File: src/rtl/assert_macros.svh
// Assertion macros shared by the RTL of the wavetable voice mixer.
// No dependencies; the macros expand to nothing when SYNTHESIS is defined.
`ifndef ASSERT_MACROS_SVH
`define ASSERT_MACROS_SVH
`ifndef SYNTHESIS
// Check a property on every clock edge outside reset.
`define WVM_ASSERT(lbl, prop) \
    lbl: assert property (@(posedge aclk) disable iff (!aresetn) prop) \
        else $error("wavetable_voice_mixer assertion failed");
// Check a property on every clock edge, reset included.
`define WVM_ASSERT_ALWAYS(lbl, prop) \
    lbl: assert property (@(posedge aclk) prop) \
        else $error("wavetable_voice_mixer assertion failed");
`else
`define WVM_ASSERT(lbl, prop)
`define WVM_ASSERT_ALWAYS(lbl, prop)
`endif
`endif

File: src/rtl/wvm_pkg.sv
// Package for the wavetable voice mixer: sizes, operation codes and the
// request type of the shared multiplier. No dependencies.
package wvm_pkg;

    localparam int VOICES     = 4;
    localparam int WAVE_SLOTS = 6;
    localparam int ENV_SLOTS  = 4;
    localparam int TABLE_LEN  = 256;

    localparam int WAVE_DEPTH = WAVE_SLOTS * TABLE_LEN;
    localparam int ENV_DEPTH  = ENV_SLOTS * TABLE_LEN;
    localparam int WAVE_AW    = $clog2(WAVE_DEPTH);
    localparam int ENV_AW     = $clog2(ENV_DEPTH);

    // Operation codes carried in s_tuser
    localparam logic [2:0] OP_TICK      = 3'd0;
    localparam logic [2:0] OP_SET_VOICE = 3'd1;
    localparam logic [2:0] OP_TRIG_NOTE = 3'd2;
    localparam logic [2:0] OP_TRIGGER   = 3'd3;
    localparam logic [2:0] OP_RELEASE   = 3'd4;
    localparam logic [2:0] OP_WR_WAVE   = 3'd5;
    localparam logic [2:0] OP_WR_ENV    = 3'd6;

    // Shared multiplier operand and product widths
    localparam int MUL_AW = 14;
    localparam int MUL_BW = 11;
    localparam int MUL_PW = MUL_AW + MUL_BW;

    typedef struct packed {
        logic signed [MUL_AW-1:0] a;
        logic signed [MUL_BW-1:0] b;
    } mul_req_t;

endpackage

File: src/rtl/wvm_mult.sv
// Shared signed multiplier of the wavetable voice mixer, one registered
// product per cycle. Depends on wvm_pkg.
module wvm_mult import wvm_pkg::*; (
    input  logic                     aclk,
    input  mul_req_t                 req,
    output logic signed [MUL_PW-1:0] prod_reg
);

    logic signed [MUL_PW-1:0] prod_next;

    // Multiply the request operands
    assign prod_next = MUL_PW'(req.a) * MUL_PW'(req.b);

    // Register the product
    always_ff @(posedge aclk) begin
        prod_reg <= prod_next;
    end

endmodule

File: config.mk
export PLATFORM = sky130hd
export DESIGN_NAME = wvm_mult
export DESIGN_NICKNAME = d
export VERILOG_FILES = /design/src/rtl/assert_macros.svh /design/src/rtl/wvm_pkg.sv /design/src/rtl/wvm_mult.sv
export SDC_FILE = /design/constraint.sdc
export NUM_CORES = 1
export LEC_CHECK = 0
export BUFFER_PORTS_ARGS = -buffer_cell sky130_fd_sc_hd__buf_2
export CORE_MARGIN = 3
export CORE_UTILIZATION = 48
export CTS_BUF_LIST = sky130_fd_sc_hd__clkbuf_4
export DETAILED_ROUTE_END_ITERATION = 10
export PLACE_DENSITY = 0.7
export SYNTH_ARGS = -nofsm -noshare
export SYNTH_HDL_FRONTEND = slang
export SYNTH_SLANG_ARGS = --single-unit
File: constraint.sdc
create_clock -name aclk -period 6.4 [get_ports aclk]
set_clock_uncertainty 0.05 [all_clocks]
set_input_delay 1.28 -clock aclk [delete_from_list [all_inputs] [get_ports aclk]]
set_output_delay 1.28 -clock aclk [all_outputs]
set_load 0.02 [all_outputs]
==> results of run 1 <==
Yosys cell counts (2+ instances only):
master    instances
o21a_1            5
o21ai_0           8
inv_1           166
clkbuf_1         26
dfxtp_1          25
and2_1           64
nor3_1            3
nor2b_1           2
and4_1            2
nand2_1          87
xor2_1            5
or2_2             2
o31a_1            2
nand2b_1          3
ha_1             53
o21ai_2           2
a211oi_1          2
a21oi_1          18
nor2_1           22
fa_1            144
a21o_1            6
xnor2_1          17
a31oi_1           2
a221o_1           2
kinds of logic after synthesis:
kind of cell | Yosys count | share of synthesized area (%)
adder cells (fa/ha/maj) | 197 | 56.21
AO/OA/AOI/OAI | 58 | 6.525
XOR/XNOR | 22 | 3.054
flip-flops | 25 | 7.933
buffers and inverters | 192 | 11.42
AND/OR/NAND/NOR | 191 | 14.70
multiplexers | 1 | 0.1587
per-layer routing:
metal / part of all wire [%] / vias up
li1: - / 2079
met1: 36 / 2365
met2: 57 / 138
met3: 4.4 / 18
met4: 2.0 / 0
met5: 0 / -
worst max-delay path, stage by stage:
cell and delay, ns:
buf_2 0.20, and2_1 0.22, fa_1 0.54, inv_1 0.06
fa_1 0.54, inv_1 0.05, fa_1 0.45, fa_1 0.49
inv_1 0.05, fa_1 0.47, inv_1 0.04, ha_1 0.34
a211oi_1 0.43, a2111oi_2 0.16, or2_4 0.28, a2111oi_1 0.40
a311o_1 0.17
worst paths after layout:
path              startpoint            to  slack, ns  depth (start not counted)
setup / recovery      req[5]  prod_reg[21]       0.44                         17
hold / removal       req[11]   prod_reg[0]       1.28                          2
stage by stage:
step	hold WS, ns	cell area [sq um]
2_1_floorplan	1.357	6309
3_3_place_gp	1.625	6684
3_5_place_dp	1.623	6684
4_1_cts	1.271	6711
5_1_grt	1.266	6711
6_report	1.282	6711
layout make-up:
| class | count | area, sq um |
|---|---|---|
| clock inverter | 1 | 5.005 |
| fill | 1198 | 6011 |
| tap | 172 | 215.2 |
| clock buffer | 3 | 22.52 |
| timing repair buffer | 51 | 257.7 |
| sequential | 25 | 500.5 |
| multi-input combinational | 469 | 5087 |
| inverter | 166 | 623.1 |
==> impl_results.md, run 1 <==
* Final worst-path cycle share at 93.14%
* # Max-Cap Violations at 0
* Fmax at between 150 and 200 MHz
* Post-DR vias/cell at approximately 5.2
* Clock Path Buffers at 2
* Post-CTS setup buffer count at 0
* Layout cell share with drive strength beyond 1 at 8.811%
* Yosys top cell area share at a little under half
* Post-DP HPWL at 11.91 mm
* Clk sinks at 25
* Util after Layout at between 50% and 60%
* Final min period at roughly 6.0 ns
* Die area at about 15,000 sq um
* Starting DRT DRC Count at 234
* Die Wd at between 100 and 150 um
* Avg Inst Size Synth at 9.196 sq um
* Worst EP required at 6.62 ns
* Hold buffer count at CTS at 0
* Unique masters post-synth at 42
* Nets at 939
* FF+latch count, synth at 25
* Num rows at 41
* CP startpoint kind: input port
* Post-DRT Antenna Nets at 0
* Area growth syn-to-layout at 6.386%
* Most frequent cells in the layout: inv_1, fa_1, nand2_1
* Post-CTS sizing at 0
* Synthesized area at roughly 6300 sq um
* N_diodes at 0
* Slew HR at 72.34%
* Residual DRC at 0
* Starting density of the core at 49.59%
* Setup TNS Final at 0 ns
* Initial DRT Pass Iterations at 5
* Clk root buf: clkbuf_4
* First-pass GRT wire length at 22.94 mm
* Pre-CTS setup slack at 0.1114 ns
* Final Max Slew Viols at 0
* HP Class: input port to register
* DIE HEIGHT at 120.6 um
* TritonCTS clock tree: yes
* Worst EP arrival at 6.18 ns
* Unrepaired setup endpoints after global routing: false
* Fin cells at a little under 900
* Worst slew pin tran at 0.4124 ns
* GR Util met2 at 38.60%
* Post-synth EDFFs at 0
* CP Capture Type: register
* Run status: finished, final reports clean
* Setup Viol. Count Final at 0
* Most used routing layer: met2
* CP max FO at 14
* Setup CP Type: input port to register
* Gpl congestion at 0.8601
* Wire length per cell at 15.21 um
* Core ar. at about 13,000 sq um
* Ports at 51
* Num CTS Buffers at 3
* Clock Pin Slew Worst Setup and Hold Paths at 0.13 ns
* H-Tree Depth at 1
* Sequential cell area fraction in the yosys report at 7.933%
* GRT met1 Usage at 23.00%
* Gr ovfl total at 0
* Number of port buffers at 50
* Number of flip-flops in the largest register at 25
* Initial antenna violation count at 0
* Main area contributors after synthesis: fa_1, ha_1, inv_1
* Cells after Synth at 686
* Synth warnings at 0
* FFs w/ async S/R, synth at 0%
* Number of global-route vias before repair at 5,039
* Largest net degree at the start of global routing at 15
* Placed cells at 883
* Gr usage total at between 10% and 20%
* Synth Flop Type: dfxtp_1
* Commonest non-fill, non-tap cell in the layout: inv_1
* Final hold vios at 0
* Post-Syn Nets at 909
* Yosys top cell by area: fa_1
* Met3 GRT Util at about 2.1%
* Post-Route WL at 13.49 mm
* Final worst slack at 0.4392 ns
* Routed vias at roughly 4,600
Power of run 1 is not shown: default switching activity piles up to over one toggle a cycle in this logic, so the estimate is an artifact.
==> inputs of run 2 (changes only) <==
--- a/config.mk
+++ b/config.mk
@@ -10,6 +10,7 @@
 export CORE_UTILIZATION = 48
 export CTS_BUF_LIST = sky130_fd_sc_hd__clkbuf_4
 export DETAILED_ROUTE_END_ITERATION = 10
+export GPL_TIMING_DRIVEN = 0
 export PLACE_DENSITY = 0.7
 export SYNTH_ARGS = -nofsm -noshare
 export SYNTH_HDL_FRONTEND = slang
==> constraint.sdc (replaced) <==
create_clock -name aclk -period 5.72 [get_ports aclk]
set_clock_uncertainty 0.05 [all_clocks]
set_input_delay 1.144 -clock aclk [delete_from_list [all_inputs] [get_ports aclk]]
set_output_delay 1.144 -clock aclk [all_outputs]
set_load 0.02 [all_outputs]
==> run 2 against run 1 <==
  * Worst setup slack got worse by 0.34 ns
  * Critical path depth grew 1
  * Wire length up 0.64%
  * Critical endpoint unchanged
==> impl_results.md, run 2 (synthesis gave the netlist of run 1 again) <==
* Run status: finished, final reports clean (unchanged)
* Layout cell share with drive strength beyond 1 at 12.70% (was 8.811%)
* Number of global-route vias before repair at 5,132 (was 5,039)
* Worst EP required at 5.91 ns (was 6.62 ns)
* H-Tree Depth at 1 (unchanged)
* Unrepaired setup endpoints after global routing: true (was false)
* Met3 GRT Util at 2.572% (was 2.105%)
* Number of port buffers at 50 (unchanged)
* Core ar. at 12,720 sq um (unchanged)
* Num CTS Buffers at 3 (unchanged)
* CP Cell Sequence: buf_2 -> buf_6 -> nand2_1 -> fa_1 -> inv_1 -> fa_1 -> fa_1 -> fa_1 -> inv_1 -> fa_1 -> inv_1 -> ha_1 -> a21o_1 -> a21o_1 -> a21o_1 -> a21o_1 -> a221o_1 -> a311o_1 (was buf_2 -> and2_1 -> fa_1 -> inv_1 -> fa_1 -> inv_1 -> fa_1 -> fa_1 -> inv_1 -> fa_1 -> inv_1 -> ha_1 -> a211oi_1 -> a2111oi_2 -> or2_4 -> a2111oi_1 -> a311o_1)
* Number of flip-flops in the largest register at 25 (unchanged)
* CP max-delay cell: fa_1 (unchanged)
* Most frequent cell on the critical path: fa_1 (unchanged)
* Most frequent cells in the layout: inv_1, fa_1, nand2_1 (unchanged)
* Initial DRT Pass Iterations at 4 (was 5)
* Pre-CTS setup slack at -0.6383 ns (was 0.1114 ns)
* Final Max Slew Viols at 0 (unchanged)
* Commonest non-fill, non-tap cell in the layout: inv_1 (unchanged)
* HP Class: input port to register (unchanged)
* CP Capture Type: register (unchanged)
* Final worst slack at 0.09501 ns (was 0.4392 ns)
* Final min period at 5.625 ns
* Setup Viol. Count Final at 0 (unchanged)
* Slew HR at 70.45% (was 72.34%)
* Placed cells at 908 (was 883)
* Die Wd at 120.6 um (unchanged)
* Clk root buf: clkbuf_4 (unchanged)
* Nets at 956 (was 939)
* Fin area at 6963 sq um (was 6711 sq um)
* Worst EP arrival at 5.81 ns (was 6.18 ns)
* CP startpoint kind: input port (unchanged)
* Post-Route WL at 13.58 mm (was 13.49 mm)
* Post-DR vias/cell at 5.154 (was 5.186)
* Placed instance area at 6789 sq um (was 6684 sq um)
* Gpl congestion at 0.8881 (was 0.8601)
* GR Util met2 at 38.04% (was 38.60%)
* Worst slew pin tran at 0.4386 ns (was 0.4124 ns)
* Starting density of the core at 49.59% (unchanged)
* Area growth syn-to-layout at 10.37% (was 6.386%)
* CP max FO at 10 (was 14)
* Num rows at 41 (unchanged)
* Wire length per cell at 15.02 um (was 15.21 um)
* Most used routing layer: met2 (unchanged)
* CP max stage delay at 0.55 ns (was 0.54 ns)
* Clk sinks at 25 (unchanged)
* Clock Path Buffers at 2 (unchanged)
* Clock Pin Slew Worst Setup and Hold Paths at 0.14 ns (was 0.13 ns)
* GRT met1 Usage at 23.49% (was 23.00%)
* Fmax at ~180 MHz
* CP top delay family: adder cells (unchanged)
* Ports at 51 (unchanged)
* Hold buffer count at CTS at 0 (unchanged)
* Final hold vios at 0 (unchanged)
* Post-DP HPWL at 12.02 mm (was 11.91 mm)
* Residual DRC at 0 (unchanged)
* Routed vias at 4,659 (was 4,600)
* Gr ovfl total at 0 (unchanged)
* Final worst-path cycle share at 98.34%
* Setup CP Type: input port to register (unchanged)
* DIE HEIGHT at 120.6 um (unchanged)
* TritonCTS clock tree: yes (unchanged)
* Post-DRT Antenna Nets at 0 (unchanged)
* Worst path bufs/invs at 5 (unchanged)
* Fin cells at 904 (was 887)
* # Max-Cap Violations at 0 (unchanged)
* Largest net degree at the start of global routing at 16 (was 15)
* Gr usage total at 19.73% (was 19.63%)
* N_diodes at 0 (unchanged)
* Starting DRT DRC Count at 190 (was 234)
* Initial antenna violation count at 0 (unchanged)
* First-pass GRT wire length at 23.12 mm (was 22.94 mm)
* Die area at 14,550 sq um (unchanged)
-- run 2: cell count changes in the layout (fill, tap and decap cells not counted), moves of 3 or more --
cell	delta
fa_2	+4
ha_4	+4
clkbuf_1	+4
fa_1	-4
ha_1	-6
buf_4	+4
clkbuf_4	+3
-- run 2: layer usage --
layer  wire length, um  share of wire (%)  up-vias
met5                 0                  0        -
met4               262                1.9        0
met3               729                5.4       22
met2              7578                 56      128
met1              5006                 37     2393
li1                  -                  -     2116
-- run 2: final timing paths --
| path | startpoint | end | slack (ns) | cells past startpoint |
|---|---|---|---|---|
| max | req[2] | prod_reg[21] | 0.1 | 18 |
| min | req[0] | prod_reg[0] | 1.01 | 2 |
-- run 2: what timing repair did --
item | 4_1_cts | 5_1_grt
buffers inserted | 0 | 1
gates resized for setup | 23 | 28
setup endpoints to repair | 7 | 6
pin swaps | 2 | 4
-- run 2: cell type report --
class / instances / area, sq um
flip-flops and latches: 25 / 500.5
clock buffers: 3 / 22.52
repair buffers: 51 / 262.8
multi-input cells: 469 / 5195
clock inverters: 1 / 7.507
plain buffers: 17 / 136.4
well taps: 172 / 215.2
inverters: 166 / 623.1
fillers: 1248 / 5759
-- run 2: metrics by stage --
step	util (%)	TNS, ns	hold slack, ns
after floorplan	-	0	1.221
after global routing	54.73	-0.03719	1.008
after global placement	53.36	-3.974	1.379
after CTS	54.15	0	1.007
final	54.73	0	1.012
after detailed placement	53.36	-5.254	1.376
Power of run 2 is left out for the same reason.
==> inputs of run 3 (changes only) <==
--- a/config.mk
+++ b/config.mk
@@ -11,7 +11,8 @@
 export CTS_BUF_LIST = sky130_fd_sc_hd__clkbuf_4
 export DETAILED_ROUTE_END_ITERATION = 10
 export GPL_TIMING_DRIVEN = 0
-export PLACE_DENSITY = 0.7
+export PLACE_DENSITY = 0.66
+export SETUP_SLACK_MARGIN = 0.3
 export SYNTH_ARGS = -nofsm -noshare
 export SYNTH_HDL_FRONTEND = slang
 export SYNTH_SLANG_ARGS = --single-unit
==> run 3 against run 2 <==
  * Flip-flop and latch count did not move
  * First-iteration DRC count down 2.1%
  * Final cell count up 5.1%
  * Wire length increased by 4.8%
  * Critical path depth decreased by 1
  * Die area unchanged
  * Global-route usage rose by 0.31 points
  * Maximum frequency rose by 2.6%
  * Clock-buffer cell count is the same
  * Hold slack better by 0.0090 ns
  * Worst setup slack gained 0.14 ns
  * Design area up 10%
  * Critical endpoint unchanged
  * Highest routed layer unchanged
==> impl_results.md, run 3 (synthesis gave the netlist of run 1 again) <==
* CP max FO at 10 (unchanged)
* Worst EP arrival at 5.67 ns (was 5.81 ns)
* Final Max Slew Viols at 0 (unchanged)
* Clock Path Buffers at 2 (unchanged)
* Die area at 14,550 sq um (unchanged)
* Hold buffer count at CTS at 0 (unchanged)
* Initial antenna violation count at 0 (unchanged)
* Die Wd at 120.6 um (unchanged)
* Clk root buf: clkbuf_4 (unchanged)
* Post-DP HPWL at 11.80 mm (was 12.02 mm)
* Final hold vios at 0 (unchanged)
* Setup TNS Final at 0 ns (unchanged)
* Area growth syn-to-layout at 21.46% (was 10.37%)
* Unrepaired setup endpoints after global routing: true (unchanged)
* Initial DRT Pass Iterations at 4 (unchanged)
* First-pass GRT wire length at 23.36 mm (was 23.12 mm)
* # Max-Cap Violations at 0 (unchanged)
* Ports at 51 (unchanged)
* Starting density of the core at 49.59% (unchanged)
* TritonCTS clock tree: yes (unchanged)
* Gr usage total at 20.04% (was 19.73%)
* Setup Viol. Count Final at 0 (unchanged)
* H-Tree Depth at 1 (unchanged)
* Worst Hold Launch: req[0] (unchanged)
* CP Capture Type: register (unchanged)
* Number of global-route vias before repair at 5,188 (was 5,132)
* Fmax at 182.3 MHz (was 177.8 MHz)
* Worst EP required at 5.90 ns (was 5.91 ns)
* Clock Pin Slew Worst Setup and Hold Paths at 0.14 ns (about the same)
* Nets at 1,002 (was 956)
* DIE HEIGHT at 120.6 um (unchanged)
* Commonest non-fill, non-tap cell in the layout: inv_1 (unchanged)
* Starting DRT DRC Count at 186 (was 190)
* Slew HR at 73.63% (was 70.45%)
* Hold Path Sink: prod_reg[0] (unchanged)
* Pre-CTS setup slack at -0.4568 ns (was -0.6383 ns)
* Worst slew pin tran at 0.3915 ns (was 0.4386 ns)
* Core ar. at 12,720 sq um (unchanged)
* N_diodes at 0 (unchanged)
* Placed instance area at 6918 sq um (was 6789 sq um)
* Final worst-path cycle share at 95.88% (was 98.34%)
* Residual DRC at 0 (unchanged)
* CP startpoint kind: input port (unchanged)
* Gr ovfl total at 0 (unchanged)
* Most frequent cells in the layout: inv_1, fa_1, nand2_1 (unchanged)
* Gpl congestion at 0.8905 (was 0.8881)
* Largest net degree at the start of global routing at 15 (was 16)
* Number of port buffers at 50 (unchanged)
* Clk sinks at 25 (unchanged)
* Fill cell count at 1,133 (was 1,248)
* Wire length per cell at 14.98 um (was 15.02 um)
* WHS Path Cells at 2 (unchanged)
* Final min period at 5.485 ns (was 5.625 ns)
* Setup CP Type: input port to register (unchanged)
* Final worst slack at 0.2355 ns (was 0.09501 ns)
* Number of flip-flops in the largest register at 25 (unchanged)
* Routed vias at 4,804 (was 4,659)
* Post-DR vias/cell at 5.057 (was 5.154)
* Post-DRT Antenna Nets at 0 (unchanged)
* HP Class: input port to register (unchanged)
* Num rows at 41 (unchanged)
* Num CTS Buffers at 3 (unchanged)
* Run status: finished, final reports clean (unchanged)
* Post-Route WL at 14.23 mm (was 13.58 mm)
* Layout cell share with drive strength beyond 1 at 23.26% (was 12.70%)
* Fin area at 7662 sq um (was 6963 sq um)
==> run 3: cell count changes in the layout (fill, tap and decap cells not counted), sizes merged <==
| cell | change |
|---|---|
| clkbuf | +7 |
| clkinvlp | -1 |
| clkinv | +1 |
| buf | +39 |
==> run 3: metrics by stage <==
step	instances	hold slack, ns	utilization, %
2_1_floorplan	686	1.221	-
3_3_place_gp	908	1.357	54.38
3_5_place_dp	908	1.373	54.38
4_1_cts	931	1.003	57.46
5_1_grt	950	1.001	60.23
6_report	950	1.021	60.23
==> run 3: how the worst max path moves through the flow <==
stage                        from            to  slack (ns)  depth (start not counted)
after global routing      req[23]  prod_reg[23]        0.10                         18
after global placement    req[15]  prod_reg[21]       -0.37                         19
after detailed placement  req[15]  prod_reg[21]       -0.46                         16
after floorplan            req[9]  prod_reg[21]        0.17                         16
final                      req[9]  prod_reg[21]        0.24                         17
after CTS                 req[15]  prod_reg[21]        0.22                         19
==> run 3: cell type report <==
cell class | count | area (sq um) | share of cell area [%]
Buffer | 26 | 290.3 | 3.788
Clock buffer | 3 | 22.52 | 0.2939
Clock inverter | 1 | 5.005 | 0.06532
Inverter | 166 | 625.6 | 8.165
Multi-Input combinational cell | 469 | 5403 | 70.51
Sequential cell | 25 | 500.5 | 6.532
Tap cell | 172 | 215.2 | 2.809
Timing Repair Buffer | 88 | 600.6 | 7.838
==> run 3: worst max-delay path, stage by stage <==
cell	delay, ns
buf_2	0.13
clkbuf_8	0.16
and2_4	0.14
fa_1	0.51
fa_1	0.58
fa_1	0.43
fa_1	0.50
inv_1	0.05
fa_1	0.47
inv_1	0.06
ha_4	0.23
a21o_1	0.15
a21o_1	0.18
a21o_1	0.16
a21o_1	0.16
a221o_1	0.29
a311o_1	0.32
==> run 3: metal layers <==
metal,GRT usage [%],vias to the layer above,share of wire (%)
li1,-,2216,-
met1,23.95,2447,38
met2,37.58,114,54
met3,2.572,27,5.2
met4,5.737,0,2.6
met5,0,-,0
==> run 3: repair_timing <==
item                                    4_1_cts  5_1_grt
setup buffers                                18       19
gates cloned                                  1        0
pin swaps                                    21       39
endpoints found under the setup margin        9       11
gates resized for setup                      53       76
Power of run 3 is left out for the same reason.
